<file path="src/rtl/core/adss_pkg.sv">
// Package for the additive oscillator bank: sizes, codes, sequencer state,
// control bundle and the quarter-wave sine table built at elaboration.
// No dependencies.
package adss_pkg;

  localparam int MAX_PARTIALS = 16;
  localparam int PIDX_W       = $clog2(MAX_PARTIALS);
  localparam int PCNT_W       = PIDX_W + 1;
  localparam int SINE_DEPTH   = 256;
  localparam int SINE_AW      = $clog2(SINE_DEPTH);
  localparam int SUM_W        = 32 + PIDX_W;

  localparam logic [63:0] HALF_PI_Q30 = 64'd1686629713;
  localparam logic [63:0] ONE_Q30     = 64'd1073741824;

  localparam logic ACT_LOAD = 1'b0;
  localparam logic ACT_GEN  = 1'b1;

  localparam logic CFG_BASE_INC    = 1'b0;
  localparam logic CFG_PARTIAL_CNT = 1'b1;

  typedef enum logic [1:0] {
    S_IDLE,
    S_INC,
    S_AMP,
    S_DONE
  } adss_state_t;

  typedef struct packed {
    logic              load_we;
    logic              start;
    logic              step_inc;
    logic              step_amp;
    logic              add_prod;
    logic              emit;
    logic              clear;
    logic [PIDX_W-1:0] idx;
  } adss_ctrl_t;

  typedef logic [15:0] sine_rom_t [SINE_DEPTH];

  function automatic sine_rom_t build_sine();
    sine_rom_t   rom;
    logic [63:0] x;
    logic [63:0] term;
    longint      sum;
    int          k;
    int          n;
    for (k = 0; k < SINE_DEPTH; k++) begin
      x    = (HALF_PI_Q30 * 64'(2 * k + 1)) / 64'(2 * SINE_DEPTH);
      term = x;
      sum  = longint'(x);
      for (n = 1; n <= 8; n++) begin
        term = (term * x) >> 30;
        term = (term * x) >> 30;
        // series divisor (2n)(2n+1)
        case (n)
          1:       term = term / 64'd6;
          2:       term = term / 64'd20;
          3:       term = term / 64'd42;
          4:       term = term / 64'd72;
          5:       term = term / 64'd110;
          6:       term = term / 64'd156;
          7:       term = term / 64'd210;
          default: term = term / 64'd272;
        endcase
        if ((n % 2) == 1) begin
          sum = sum - longint'(term);
        end else begin
          sum = sum + longint'(term);
        end
      end
      if (sum < 0) begin
        sum = 0;
      end
      if (sum > longint'(ONE_Q30)) begin
        sum = longint'(ONE_Q30);
      end
      rom[k] = 16'(((64'(sum) * 64'd32767) + (ONE_Q30 >> 1)) >> 30);
    end
    return rom;
  endfunction

  localparam sine_rom_t SINE_ROM = build_sine();

endpackage

</file>
<file path="src/rtl/core/adss_partial_store.sv">
// Partial entry store: ratio, amplitude and offset tables plus the
// per-partial phase accumulators. Depends on adss_pkg.
module adss_partial_store (
  input  logic                         clk,
  input  logic                         rst_n,
  input  adss_pkg::adss_ctrl_t         ctrl,
  input  logic [3:0]                   wr_index,
  input  logic [15:0]                  wr_ratio,
  input  logic [15:0]                  wr_amplitude,
  input  logic [15:0]                  wr_offset,
  input  logic [31:0]                  inc,
  output logic [15:0]                  rd_ratio,
  output logic [15:0]                  rd_amplitude,
  output logic [15:0]                  rd_offset,
  output logic [31:0]                  rd_acc
);
  import adss_pkg::*;

  logic [15:0] ratio_r  [MAX_PARTIALS];
  logic [15:0] amp_r    [MAX_PARTIALS];
  logic [15:0] offset_r [MAX_PARTIALS];
  logic [31:0] acc_r    [MAX_PARTIALS];
  logic        wr_ok;
  logic [PIDX_W-1:0] wr_sel;

  assign wr_ok  = 32'(wr_index) < MAX_PARTIALS;
  assign wr_sel = PIDX_W'(wr_index);

  always_ff @(posedge clk) begin
    if (ctrl.load_we && wr_ok) begin
      ratio_r[wr_sel]  <= wr_ratio;
      amp_r[wr_sel]    <= wr_amplitude;
      offset_r[wr_sel] <= wr_offset;
    end
  end

  always_ff @(posedge clk) begin
    if (!rst_n || ctrl.clear) begin
      for (int i = 0; i < MAX_PARTIALS; i++) begin
        acc_r[i] <= '0;
      end
    end else if (ctrl.step_amp) begin
      acc_r[ctrl.idx] <= acc_r[ctrl.idx] + inc;
    end
  end

  assign rd_ratio     = ratio_r[ctrl.idx];
  assign rd_amplitude = amp_r[ctrl.idx];
  assign rd_offset    = offset_r[ctrl.idx];
  assign rd_acc       = acc_r[ctrl.idx];

endmodule

</file>
<file path="src/rtl/core/adss_mac_unit.sv">
// Shared multiplier datapath: phase increment, sine lookup, amplitude
// product, running sum and output saturation. Depends on adss_pkg.
module adss_mac_unit (
  input  logic                 clk,
  input  adss_pkg::adss_ctrl_t ctrl,
  input  logic [31:0]          base_inc,
  input  logic [15:0]          ratio,
  input  logic [15:0]          amplitude,
  input  logic [15:0]          offset,
  input  logic [31:0]          acc,
  input  logic [15:0]          prior,
  output logic [31:0]          inc,
  output logic [15:0]          sample
);
  import adss_pkg::*;

  logic [31:0]              phase;
  logic [1:0]               quad;
  logic [SINE_AW-1:0]       rom_idx;
  logic [15:0]              mag;
  logic signed [16:0]       sine;
  logic signed [16:0]       sine_r;
  logic signed [32:0]       mul_a;
  logic signed [16:0]       mul_b;
  logic signed [49:0]       prod;
  logic [47:0]              prod_r;
  logic signed [SUM_W-1:0]  sum_r;
  logic signed [SUM_W-1:0]  sum_init;
  logic signed [SUM_W-1:0]  sum_sel;
  logic                     in_range;

  assign phase   = acc + {offset, 16'h0000};
  assign quad    = phase[31:30];
  assign rom_idx = quad[0] ? ~phase[29 -: SINE_AW] : phase[29 -: SINE_AW];
  assign mag     = SINE_ROM[rom_idx];
  assign sine    = quad[1] ? -signed'({1'b0, mag}) : signed'({1'b0, mag});

  assign mul_a = ctrl.step_amp ? signed'({{17{amplitude[15]}}, amplitude})
                               : signed'({1'b0, base_inc});
  assign mul_b = ctrl.step_amp ? sine_r : signed'({1'b0, ratio});
  assign prod  = mul_a * mul_b;

  assign inc = prod_r[39:8];

  assign sum_init = signed'({{(SUM_W-31){prior[15]}}, prior, 15'h0000});
  assign sum_sel  = ctrl.add_prod
                  ? sum_r + signed'({{(SUM_W-32){prod_r[31]}}, prod_r[31:0]})
                  : sum_r;

  assign in_range = (&sum_sel[SUM_W-1:30]) || !(|sum_sel[SUM_W-1:30]);

  always_comb begin
    if (in_range) begin
      sample = sum_sel[30:15];
    end else if (sum_sel[SUM_W-1]) begin
      sample = 16'h8000;
    end else begin
      sample = 16'h7fff;
    end
  end

  always_ff @(posedge clk) begin
    if (ctrl.step_inc) begin
      sine_r <= sine;
    end
    if (ctrl.step_inc || ctrl.step_amp) begin
      prod_r <= prod[47:0];
    end
    if (ctrl.start) begin
      sum_r <= sum_init;
    end else if (ctrl.step_inc) begin
      sum_r <= sum_sel;
    end
  end

endmodule

</file>
<file path="src/rtl/core/adss_seq.sv">
// Sequencer: walks the active partials, two multiplier steps each, then
// hands the finished sum to the output register. Depends on adss_pkg.
module adss_seq (
  input  logic                      clk,
  input  logic                      rst_n,
  input  logic                      in_fire,
  input  logic                      in_action,
  input  logic [adss_pkg::PCNT_W-1:0] active,
  input  logic                      last_r,
  input  logic                      out_busy,
  output logic                      in_ready,
  output adss_pkg::adss_ctrl_t      ctrl
);
  import adss_pkg::*;

  adss_state_t       state_r;
  adss_state_t       state_nxt;
  logic [PCNT_W-1:0] m_r;
  logic [PCNT_W-1:0] m_nxt;

  always_ff @(posedge clk) begin
    if (!rst_n) begin
      state_r <= S_IDLE;
      m_r     <= '0;
    end else begin
      state_r <= state_nxt;
      m_r     <= m_nxt;
    end
  end

  always_comb begin
    state_nxt     = state_r;
    m_nxt         = m_r;
    in_ready      = 1'b0;
    ctrl          = '0;
    ctrl.idx      = m_r[PIDX_W-1:0];
    case (state_r)
      S_IDLE: begin
        in_ready = 1'b1;
        if (in_fire) begin
          if (in_action == ACT_GEN) begin
            ctrl.start = 1'b1;
            m_nxt      = '0;
            state_nxt  = (active == '0) ? S_DONE : S_INC;
          end else begin
            ctrl.load_we = 1'b1;
          end
        end
      end
      S_INC: begin
        ctrl.step_inc = 1'b1;
        ctrl.add_prod = (m_r != '0);
        state_nxt     = S_AMP;
      end
      S_AMP: begin
        ctrl.step_amp = 1'b1;
        m_nxt         = m_r + 1'b1;
        state_nxt     = (m_r + 1'b1 == active) ? S_DONE : S_INC;
      end
      S_DONE: begin
        ctrl.add_prod = (active != '0);
        if (!out_busy) begin
          ctrl.emit  = 1'b1;
          ctrl.clear = last_r;
          state_nxt  = S_IDLE;
        end
      end
      default: begin
        state_nxt = S_IDLE;
      end
    endcase
  end

endmodule

</file>
<file path="src/rtl/core/additive_sine_synth_core.sv">
// Top level of the additive oscillator bank: ports, configuration
// registers, sample counter and output register. Uses adss_pkg, adss_seq,
// adss_partial_store and adss_mac_unit.
//
//   port group   dir   tdata                                   side band
//   in_*         in    partial_index, ratio, amplitude,        tuser: action
//                      phase_offset, prior_sample              tlast: last_sample
//   out_*        out   sample, sample_index                    -
//   cfg_*        in    index 0 base_increment, 1 partial_count -
//
// For each sample one multiplier serves the increment and the amplitude
// product of each active partial in turn. Reset clears the accumulators,
// the counter and both registers; partial entries hold nothing until loaded.
// A stalled output holds the finished sample in the last step.
module additive_sine_synth_core (
  input  logic        clk,
  input  logic        rst_n,
  input  logic        in_tvalid,
  output logic        in_tready,
  input  logic [71:0] in_tdata,   // partial_index, ratio, amplitude, phase_offset,
                                  // prior_sample, zero pad
  input  logic        in_tuser,   // action
  input  logic        in_tlast,
  output logic        out_tvalid,
  input  logic        out_tready,
  output logic [47:0] out_tdata,  // sample, sample_index
  input  logic        cfg_we,
  input  logic        cfg_index,
  input  logic [31:0] cfg_wdata
);
  import adss_pkg::*;

  adss_ctrl_t        ctrl;
  logic              in_fire;
  logic              out_busy;
  logic [31:0]       base_inc_r;
  logic [4:0]        partial_cnt_r;
  logic [PCNT_W-1:0] active;
  logic              last_r;
  logic [31:0]       count_r;
  logic              out_valid_r;
  logic [15:0]       out_sample_r;
  logic [31:0]       out_index_r;
  logic [15:0]       rd_ratio;
  logic [15:0]       rd_amplitude;
  logic [15:0]       rd_offset;
  logic [31:0]       rd_acc;
  logic [31:0]       inc;
  logic [15:0]       sample;
  logic [15:0]       prior_r;

  assign in_fire  = in_tvalid && in_tready;
  assign out_busy = out_valid_r && !out_tready;
  assign active   = (32'(partial_cnt_r) > MAX_PARTIALS) ? PCNT_W'(MAX_PARTIALS)
                                                        : PCNT_W'(partial_cnt_r);

  always_ff @(posedge clk) begin
    if (!rst_n) begin
      base_inc_r    <= '0;
      partial_cnt_r <= '0;
    end else if (cfg_we) begin
      case (cfg_index)
        CFG_BASE_INC:    base_inc_r    <= cfg_wdata;
        CFG_PARTIAL_CNT: partial_cnt_r <= cfg_wdata[4:0];
        default:         base_inc_r    <= base_inc_r;
      endcase
    end
  end

  always_ff @(posedge clk) begin
    if (ctrl.start) begin
      last_r  <= in_tlast;
      prior_r <= in_tdata[67:52];
    end
  end

  always_ff @(posedge clk) begin
    if (!rst_n) begin
      count_r     <= '0;
      out_valid_r <= 1'b0;
    end else begin
      if (ctrl.emit) begin
        count_r     <= last_r ? '0 : count_r + 32'd1;
        out_valid_r <= 1'b1;
      end else if (out_tready) begin
        out_valid_r <= 1'b0;
      end
    end
  end

  always_ff @(posedge clk) begin
    if (ctrl.emit) begin
      out_sample_r <= sample;
      out_index_r  <= count_r;
    end
  end

  assign out_tvalid = out_valid_r;
  assign out_tdata  = {out_index_r, out_sample_r};

  adss_seq u_seq (
    .clk       (clk),
    .rst_n     (rst_n),
    .in_fire   (in_fire),
    .in_action (in_tuser),
    .active    (active),
    .last_r    (last_r),
    .out_busy  (out_busy),
    .in_ready  (in_tready),
    .ctrl      (ctrl)
  );

  adss_partial_store u_store (
    .clk          (clk),
    .rst_n        (rst_n),
    .ctrl         (ctrl),
    .wr_index     (in_tdata[3:0]),
    .wr_ratio     (in_tdata[19:4]),
    .wr_amplitude (in_tdata[35:20]),
    .wr_offset    (in_tdata[51:36]),
    .inc          (inc),
    .rd_ratio     (rd_ratio),
    .rd_amplitude (rd_amplitude),
    .rd_offset    (rd_offset),
    .rd_acc       (rd_acc)
  );

  adss_mac_unit u_mac (
    .clk       (clk),
    .ctrl      (ctrl),
    .base_inc  (base_inc_r),
    .ratio     (rd_ratio),
    .amplitude (rd_amplitude),
    .offset    (rd_offset),
    .acc       (rd_acc),
    .prior     (ctrl.start ? in_tdata[67:52] : prior_r),
    .inc       (inc),
    .sample    (sample)
  );

endmodule

</file>
<file path="config.mk">
export PLATFORM = sky130hd
export DESIGN_NAME = additive_sine_synth_core
export DESIGN_NICKNAME = d
export VERILOG_FILES = /design/src/rtl/core/adss_pkg.sv /design/src/rtl/core/adss_partial_store.sv /design/src/rtl/core/adss_mac_unit.sv /design/src/rtl/core/adss_seq.sv /design/src/rtl/core/additive_sine_synth_core.sv
export SDC_FILE = /design/constraint.sdc
export NUM_CORES = 2
export LEC_CHECK = 0
export BUFFER_PORTS_ARGS = -buffer_cell sky130_fd_sc_hd__buf_2
export CORE_ASPECT_RATIO = 0.5
export CORE_MARGIN = 8
export CORE_UTILIZATION = 47
export CTS_CLUSTER_DIAMETER = 40
export DETAILED_ROUTE_END_ITERATION = 12
export GPL_TIMING_DRIVEN = 1
export SYNTH_ARGS = -nofsm -noshare
export SYNTH_HDL_FRONTEND = slang
export SYNTH_HIERARCHICAL = 1
export SYNTH_SLANG_ARGS = --single-unit
</file>
<file path="constraint.sdc">
create_clock -name clk -period 13.15 [get_ports clk]
set_clock_uncertainty 0.1 [all_clocks]
set_input_delay 1.315 -clock clk [delete_from_list [all_inputs] [get_ports clk]]
set_output_delay 1.315 -clock clk [all_outputs]
set_load 0.01 [all_outputs]
</file>
==> flow_summary.ini <==
[outcome]
status = complete, no violations

[sta]
setup_violations = 0
fmax_mhz = 95.4
fin_crit_ns = 10.48
tightest_slew_ns = 1.29
timing.final.crit_share_pct = 79.7
finalWorstSetupSlack_ns = 2.67
hold_viol = 0
slew_headroom_pct = 13.1
rsz0062_at_grt = no
whs_ns = 0.360
finalSetupTns_ns = 0
finalMaxSlewViolations = 0

[grt]
track_usage_pct = 26.6
grt_busiest_layer = met2
use_met1_pct = 37.2
grt_pass1_vias = 57700
met3_usage_pct = 6.37
grt_pass1_wl_um = 393000
grt_max_degree = 106
grt_use_met2_pct = 41.4
antenna_found_initial = 13
gr-total-overflow = 0

[yosys]
synth_compound_gate_area_share_pct = 7.59
synth_xor_area_share_pct = 1.57
syn-cell-area_um2 = 86600
synth_area_per_cell_um2 = 12.9
synthMuxAreaShare_pct = 11.9
synthAdderAreaFrac_pct = 13.4
synth_edf_count = 1407
async_flop_share_pct = 0
synth_ff_type = edfxtp_1
synthesis.nets = 7493
synthTopCellsByArea = edfxtp_1, mux4_2, fa_1
synth_top_family_by_area = adder cells
synth_cells = 6717
synth_seq_area_share_pct = 51.3
synth-simple-area-share_pct = 9.55
yosysWarnings = 6
ys_ff_latch = 1515
synth_top_area_share_pct = 48.8
synth_top_area_cell = edfxtp_1
synth_cell_types = 113

[clock_network]
postCtsSetupRepairBufs = 0
clock_latency_ns = 0.82
clock_sinks = 1515
clk_pin_slew_ns = 0.06
cts.htree.levels = 4
ctsResizeCount = 0
numCtsBuffers = 153
cts_buffer_depth = 4
cts_root_buf = clkbuf_16
cts_tree = built
postCtsHoldBufs = 0

[detailed_routing]
ant_nets = 0
vias = 57800
drtPass1Iterations = 8
routedWlPerCell_um = 29.2
viasPerCell = 6.21
drc = 0
drtIter0Drc = 6374
wl_um = 271000

[layout]
fin_util_pct = 51.9
nets = 7536
syn_to_final_growth_pct = 9.69
fill_cells = 15300
design_area_um2 = 95000
drive_gt1_share_pct = 16.7
stdcell_count = 9295

[die]
fp.dieW_um = 623
ios = 162
rows = 111
core-area_um2 = 183000
die-area_um2 = 199000
die_h_um = 320
start_util_pct = 47.3

[power_and_ir_drop]
irDropWorstVdd_uv = 143
clockPowerShare_pct = 23.1
pwr-share-seq_pct = 31.2
p_int_mw = 10.8
leakagePower_nw = 34.6
power_density_nw_per_um2 = 195
swShare_pct = 41.7
fin_total_pwr_mw = 18.6
pwr-share-comb_pct = 45.7
p_sw_mw = 7.75

[placed_design]
dpl_cell_area_um2 = 90200
dpl.hpwl_um = 181000
place_congestion = 0.994
pre_cts_ws_ns = 2.69
io_buffer_count = 157
dp.cells = 9033

[min_path]
min-delay-path-class = reg -> reg

[worst_setup_path]
cp-end-kind = flop
crit_path_max_fanout = 53
slowest_delay_ns = 0.87
crit_required_ns = 13.55
r2r_slack_ns = 2.67
startpoint_type = flop
critPathSlowestCell = mux2i_2
crit_family = adder cells
crit_buf_inv = 7
worst-setup-path-type = reg -> reg
worstPathArrival_ns = 10.88

[flow_run]
cap_violations = 0
cells in the mapped netlist, types with 48 or more instances:
cell	count
ha_1	221
a21oi_1	239
mux2i_1	61
buf_2	64
edfxtp_1	1407
nor3_1	62
nand3_1	85
o21ai_0	152
a21boi_0	48
mux4_2	404
mux2_2	55
xnor2_1	103
dfxtp_1	108
nor2_1	943
fa_1	443
inv_1	551
clkbuf_1	267
buf_1	56
nand2_1	517
a21o_1	62
cell usage in the layout (no fill, tap or decap), types with 35 or more instances in the layout:
cell,synthesis,final
nor3_1,62,56
a21oi_1,239,239
buf_4,47,165
o21ai_0,152,152
inv_1,551,551
buf_2,64,157
mux2i_1,61,52
a21boi_0,48,48
xor2_1,46,46
a21o_1,62,62
o211ai_1,35,35
edfxtp_1,1407,1407
fa_1,443,443
mux4_2,404,404
nand4_1,39,39
clkbuf_16,0,157
nor2_1,943,930
a211oi_1,47,47
ha_1,221,220
dfxtp_1,108,104
xnor2_1,103,100
a31oi_1,44,44
nand3_1,85,81
mux2_2,55,55
nand2_1,517,500
area by class of cell:
type | count | area [um^2] | area share, %
antenna | 3 | 7.51 | 0.00790
clock buffer | 179 | 4010 | 4.22
clock inverter | 79 | 779 | 0.820
inverter | 557 | 2090 | 2.20
multi-input combinational | 4205 | 38500 | 40.5
sequential | 1515 | 44400 | 46.7
tap | 2429 | 3040 | 3.20
timing repair buffer | 328 | 2140 | 2.26
worst register-to-register path, delay by kind of cell, from the launching register on:
kind	cells	cell delay, ns
buffers and inverters	7	1.61
DFF	1	0.83
muxes	3	2.13
adders and majority gates	7	3.05
xor gates and xnor gates	1	0.08
and+or+nand+nor	1	0.19
AOI/OAI and AO/OA	8	2.20
power groups by stage:
stage	sequential (mW)	combinational [mW]	clock (mW)
2_1_floorplan	5.77	5.68	0
3_3_place_gp	5.89	8.25	0
3_5_place_dp	5.90	8.28	0
4_1_cts	5.80	8.32	4.38
5_1_grt	5.81	9.12	4.56
6_report	5.80	8.49	4.29
state kept, by name, indices dropped and copies added, names as in the netlist, 17 cells and up:
signal / count
base_inc_r: 32
u_store/offset_r: 256
out_index_r: 32
u_mac/sum_r: 36
u_store/amp_r: 256
u_store/ratio_r: 256
u_store/acc_r: 512
u_mac/prod_r: 40
u_mac/sine_r: 17
count_r: 32
per-layer routing:
layer | vias up | routed length, um
met3 | 573 | 27200
met4 | 2 | 9940
met5 | - | 13
met2 | 2935 | 122000
met1 | 29800 | 112000
li1 | 24400 | -
final timing paths:
check / cells past startpoint / start / to
max: 27 / u_seq/m_r[0] / u_mac/prod_r[39]
min reg2reg: 0 / count_r[31] / out_index_r[31]
min: 0 / count_r[31] / out_index_r[31]
max reg2reg: 27 / u_seq/m_r[0] / u_mac/prod_r[39]
cells by family after synthesis:
family                     Yosys count
muxes                              521
DFF                               1515
buffers and inverters              997
xor gates and xnor gates           152
AOI/OAI and AO/OA                  969
adders and majority gates          664
and+or+nand+nor                   1899
No activity file was read; power rests on OpenSTA's default activity.
